==> config.mk <==
export PLATFORM = sky130hd
export DESIGN_NAME = icu_divider
export DESIGN_NICKNAME = d
export VERILOG_FILES = /design/src/design/icu_pkg.sv /design/src/design/icu_divider.sv
export SDC_FILE = /design/constraint.sdc
export NUM_CORES = 1
export LEC_CHECK = 0
export ABC_AREA = 1
export BUFFER_PORTS_ARGS = -buffer_cell sky130_fd_sc_hd__buf_2
export CELL_PAD_IN_SITES_DETAIL_PLACEMENT = 0
export CELL_PAD_IN_SITES_GLOBAL_PLACEMENT = 1
export CORE_MARGIN = 10
export CORE_UTILIZATION = 29
export DETAILED_ROUTE_END_ITERATION = 8
export PLACE_DENSITY = 0.65
export SLEW_MARGIN = 25
export SYNTH_ARGS = -nofsm -noshare
export SYNTH_HDL_FRONTEND = slang
export SYNTH_SLANG_ARGS = --single-unit
export TNS_END_PERCENT = 50
==> constraint.sdc <==
create_clock -name clk -period 12.4 [get_ports clk]
set_clock_uncertainty 0.1 [all_clocks]
set_input_delay 2.48 -clock clk [delete_from_list [all_inputs] [get_ports clk]]
set_output_delay 2.48 -clock clk [all_outputs]
set_load 0.02 [all_outputs]
==> src/design/icu_pkg.sv <==
`timescale 1ns / 1ps
package icu_pkg;

  localparam int ValueWidth = 32;
  localparam int CofWidth   = 33;
  localparam int ProdWidth  = 64;
  localparam int RndWidth   = 48;
  localparam int NumWidth   = 48;
  localparam int EpsWidth   = 16;
  localparam logic [EpsWidth-1:0] EpsReset = 16'd1;
  localparam logic [3:0] TriggerIndex = 4'd15;

  typedef enum logic [4:0] {
    S_IDLE, S_RA, S_RB, S_RC, S_RD, S_RT, S_M2, S_M2D, S_MT, S_ACC, S_CW,
    S_DA, S_DL, S_DM, S_DACC, S_CHK, S_SOUT, S_QA, S_QL, S_QDIV, S_QOUT
  } icu_state_t;

  function automatic logic signed [RndWidth-1:0] rnd16(input logic signed [ProdWidth-1:0] p);
    logic signed [ProdWidth-1:0] t;
    t = p + 64'sd32768;
    return t[ProdWidth-1:16];
  endfunction

  function automatic logic signed [ValueWidth-1:0] sat32(input logic signed [ProdWidth-1:0] v);
    if (v > 64'sd2147483647) begin
      return 32'sh7fffffff;
    end else if (v < -64'sd2147483648) begin
      return 32'sh80000000;
    end
    return v[ValueWidth-1:0];
  endfunction

  function automatic logic [1:0] skip_idx(input logic [1:0] k, input logic [1:0] ex);
    return (k < ex) ? k : 2'(k + 2'd1);
  endfunction

endpackage

==> src/design/icu_divider.sv <==
`timescale 1ns / 1ps
module icu_divider
  import icu_pkg::*;
(
  input  logic                clk,
  input  logic                rst,
  input  logic                start,
  input  logic [NumWidth-1:0] num,
  input  logic [63:0]         den,
  output logic                done,
  output logic [NumWidth-1:0] quo
);

  logic [63:0]         rem;
  logic [63:0]         den_q;
  logic [NumWidth-1:0] nq;
  logic [5:0]          cnt;
  logic                busy;
  logic [64:0]         trial;
  logic [64:0]         diff;
  logic                ge;

  assign trial = {rem, nq[NumWidth-1]};
  assign diff  = trial - {1'b0, den_q};
  assign ge    = trial >= {1'b0, den_q};
  assign quo   = nq;

  always_ff @(posedge clk) begin
    if (rst) begin
      busy <= 1'b0;
      done <= 1'b0;
      cnt  <= '0;
    end else begin
      done <= 1'b0;
      if (start) begin
        busy  <= 1'b1;
        cnt   <= '0;
        rem   <= '0;
        nq    <= num;
        den_q <= den;
      end else if (busy) begin
        rem <= ge ? diff[63:0] : trial[63:0];
        nq  <= {nq[NumWidth-2:0], ge};
        cnt <= cnt + 6'd1;
        if (cnt == 6'(NumWidth - 1)) begin
          busy <= 1'b0;
          done <= 1'b1;
        end
      end
    end
  end

endmodule

---- Word level (Yosys, flattened, before mapping) ----
Index checks and enable logic that the tools add are counted.
W data, S select, Z words.
word-level totals
  flip-flop bits (word level) ............. 184
  input port bits ......................... 115
  output and inout port bits .............. 49
  word-level logic and storage cells ...... 25
operators by class
  $add $sub $neg .......................... 2
  magnitude comparators ................... 1
  eq/ne operators ......................... 1
  mux-type cells .......................... 8
  bitwise operators ....................... 2
  reduce and logical (&&, ||, !) cells .... 5
operator list
  kind                   number
  $mux W64               2
  $mux W48               2
  $ge A65 B64 Y1         1
  $sub A64 B64 Y64       1
  $add A6 B1 Y6 const B  1
  $eq A6 B6 Y1 const B   1
  $mux W1                4
  $reduce_and A2 Y1      2
  $reduce_or A3 Y1       1
  $not A1 Y1             2
  $reduce_bool A2 Y1     1
  $reduce_or A2 Y1       1

---- Depth between registers and ports, before layout ----
  word-level depth ........................ 4
  gate-level depth with buffers ........... 19
  mapped depth without buffers ............ 17

---- Worst setup path before layout ----
No wires, ideal clock.
  kind .................................... in2reg
  start point ............................. in start
  end point ............................... reg nq[0], in the netlist quo[0] (enable)
  library setup time ...................... 0.623 ns
  data arrival time ....................... 8.510 ns
  required time ........................... 11.677 ns
  path slack .............................. 3.167 ns
  cell stages on the path ................. 4
  path buffers ............................ 2
  cells stage by stage .................... clkbuf_1 clkinv_1 clkbuf_1 a21oi_1
between the ends
  word-level cells in the longest chain between the ends .. 2
ends and longest elaborated chain
  item                                 line               source
  start, declared                      icu_divider.sv:7   input logic start,
  $reduce_bool A2 Y1 (no source line)  -
  $reduce_and A2 Y1 (no source line)   -
  end signal, assigned                 icu_divider.sv:39  nq <= num;
  end signal, assigned                 icu_divider.sv:43  nq <= {nq[NumWidth-2:0], ge};
  end, declared                        icu_divider.sv:16  logic [NumWidth-1:0] nq;
Every way passes these cells.
A chain may end at the register's enable or synchronous reset.

---- Final worst setup path ----
  start point ............................. in start
  end point ............................... reg rem[36] (enable)
between the ends
  word-level cells in the longest chain between the ends .. 2
ends and longest elaborated chain
  item                                 line               source
  $reduce_bool A2 Y1 (no source line)  -
  $reduce_and A2 Y1 (no source line)   -
  end signal, assigned                 icu_divider.sv:42  rem <= ge ? diff[63:0] : trial[63:0];
  end, declared                        icu_divider.sv:14  logic [63:0] rem;
Every way passes these cells.

==> results.json <==
{
  "max-clock-path-buffers": 2,
  "synth.avg_cell_area_sq_um": 6.56,
  "avgRoutedWirePerCell_um": 15.7,
  "path_common_cell": "buf_4",
  "netlist_area_sq_mm": 0.0139,
  "finalPower_w": 0.00197,
  "cts_buffers": 17,
  "synth_cell_types": 33,
  "min_path_cells": 1,
  "power_frac_comb": 0.327,
  "drtAntennaViolNets": 0,
  "rows": 80,
  "dr_total_vias": 12600,
  "drive_gt1_frac": 0.0958,
  "grtUsageTotal": 0.163,
  "tns_ps": 0,
  "grt_antenna_before_repair": 7,
  "grt_pass1_vias": 12700,
  "post_cts_resized": 0,
  "grt_max_degree": 66,
  "r2r-start": "rem[44]$_SDFFCE_PP0P_",
  "postCtsSetupRepairBufs": 0,
  "syn_nets": 2302,
  "synth_top_area_frac": 0.380,
  "critPathBufInv": 5,
  "final_hold_viol_count": 0,
  "rsz0062_at_grt": "no",
  "placeableCoreArea_sq_mm": 0.0475,
  "hold_end": "cnt[5]$_SDFFE_PP0P_",
  "peakVddDrop_uv": 122,
  "cpLargestDelayFamily": "buffers and inverters",
  "cp.required_ps": 12410,
  "netlist_instances": 2121,
  "power_leakage_nw": 8.84,
  "routed_via_density": 4.34,
  "ioPinCount": 164,
  "regToRegEndpoint": "rem[39]$_SDFFCE_PP0P_",
  "setup_viol": 0,
  "start_kind": "primary input",
  "cts_max_level": 4,
  "max_cap_violations": 0,
  "slew_headroom": 0.338,
  "fin_crit_sh": 0.428,
  "first_pass_iters": 5,
  "cp_max_fo": 65,
  "die-area_sq_mm": 0.0572,
  "grt_overflow_total": 0,
  "worstSetupPathType": "in2reg",
  "min_path_type": "reg2reg",
  "arrival_ps": 5320,
  "cts_tree": "built",
  "synth_top_area_cell": "edfxtp_1",
  "crit_start": "start",
  "ctsHoldBuffers": 0,
  "synth_seq_area_share": 0.391,
  "grt_pass1_wl_um": 71300,
  "fmax_mhz": 188,
  "finalCriticalPeriod_ps": 5310,
  "clk_latency_ps": 500,
  "initial_utilization": 0.293,
  "end_kind": "register",
  "gp_congestion": 0.927,
  "clk_pin_slew_ps": 60,
  "hpwlAfterDp_um": 36600,
  "critical-path-max-stage-delay_ps": 700,
  "final_cell_mix": "nand2_1 (905), inv_1 (443), nor2_1 (236), edfxtp_1 (176), buf_2 (163)",
  "status": "complete, no violations",
  "rr_worst_depth": 13,
  "crit_slowest_cell": "buf_4",
  "swShare": 0.365,
  "ys_ff_latch": 184,
  "slew_viol_final": 0,
  "cts_root_buf": "clkbuf_16",
  "die_h_um": 239,
  "path_cells": "buf_2 -> buf_4 -> clkinv_2 -> buf_4 -> a21oi_4 -> buf_4",
  "drc": 0,
  "synthToLayoutAreaGrowth_pct": 14.8,
  "p_sw_w": 0.000719,
  "port_buffers": 163,
  "intPower_w": 0.00125,
  "clock_power_share": 0.283,
  "fin_nets": 2454,
  "worst_pin_slew_ps": 993,
  "r2r_slack_ps": 8460,
  "hp-start": "cnt[5]$_SDFFE_PP0P_",
  "final_common_cell": "nand2_1",
  "totalWireLength_um": 45500,
  "power_density_mw_per_mm2": 123,
  "synthTopCellsByArea": "edfxtp_1 (38%), nand2_1 (24%), inv_1 (12%), nor2_1 (6.4%), ha_1 (5.8%)",
  "die_x_um": 239,
  "drt_iter0_drc": 818,
  "p_seq_frac": 0.390,
  "synth_warnings": 0,
  "cts.sinks": 184
}
-- routing by layer --
metal  share of wire  vias up  track usage
met2            0.44      270        0.258
met5          0.0014        -            0
li1                -     6678            -
met3           0.060       50       0.0454
met1            0.47     5596        0.209
met4           0.021       10       0.0556
-- cells by family (layout without fill, tap and decap cells) --
logic type,after synthesis,after routing,share of synthesized area
compound gates,57,57,0.0208
other cells,0,2,0
fa+ha+maj,66,66,0.0599
flops,184,184,0.391
xor+xnor,31,31,0.0195
buf+inv,490,655,0.136
simple gates,1293,1293,0.373
-- state kept, by name (all words and copies together), names as in the netlist --
name / flops
den_q: 64
rem: 64
quo: 48
cnt: 6
busy: 1
done: 1
-- worst max-delay path by stage --
| stage | slack, ps | end | depth (start not counted) |
|---|---|---|---|
| after floorplan | 3170 | quo[0]$_DFFE_PP_ | 4 |
| after global placement | 6560 | rem[34]$_SDFFCE_PP0P_ | 6 |
| after detailed placement | 6500 | rem[34]$_SDFFCE_PP0P_ | 6 |
| after CTS | 7050 | rem[34]$_SDFFCE_PP0P_ | 6 |
| after global routing | 6770 | rem[35]$_SDFFCE_PP0P_ | 6 |
| final | 7090 | rem[36]$_SDFFCE_PP0P_ | 6 |
-- synth_stat cells (all sizes together) --
cell and number:
nand2 908, inv 451, nor2 239, edfxtp 176, nand3 74, ha 65
a21oi 46, nand3b 40, xor2 30, clkbuf 21, buf 16, nand4 11
nor3 11, o21ai 9, dfxtp 8, and2 4, nor4 4, clkinv 2
a31oi 1, and3 1, fa 1, o21a 1, or2 1, xnor2 1
-- layout make-up --
| cell class | count | area, sq um |
|---|---|---|
| inverters | 453 | 1700 |
| well taps | 615 | 769 |
| repair buffers | 170 | 868 |
| flip-flops and latches | 184 | 5450 |
| diodes | 2 | 5.00 |
| fillers | 5264 | 31600 |
| clock buffers | 22 | 454 |
| multi-input cells | 1447 | 6620 |
| clock inverters | 10 | 119 |
-- power groups by stage --
stage | sequential (W) | combinational (W) | clock [W]
finish | 0.000768 | 0.000643 | 0.000558
global placement | 0.000782 | 0.000649 | 0
CTS | 0.000769 | 0.000652 | 0.000583
detailed placement | 0.000781 | 0.000650 | 0
global route | 0.000774 | 0.000741 | 0.000602
floorplan | 0.000793 | 0.000436 | 0
-- through the flow --
stage	util	std cells	worst slack (ps)	hold WS [ps]	area, sq um
final	0.336	2903	7090	365	16000
after global routing	0.336	2902	6770	403	16000
after CTS	0.336	2901	7050	358	16000
after detailed placement	0.324	2869	6500	351	15400
after global placement	0.324	2869	6560	343	15400
after floorplan	-	2121	3170	322	13900
Power figures use the tool's default switching activity.
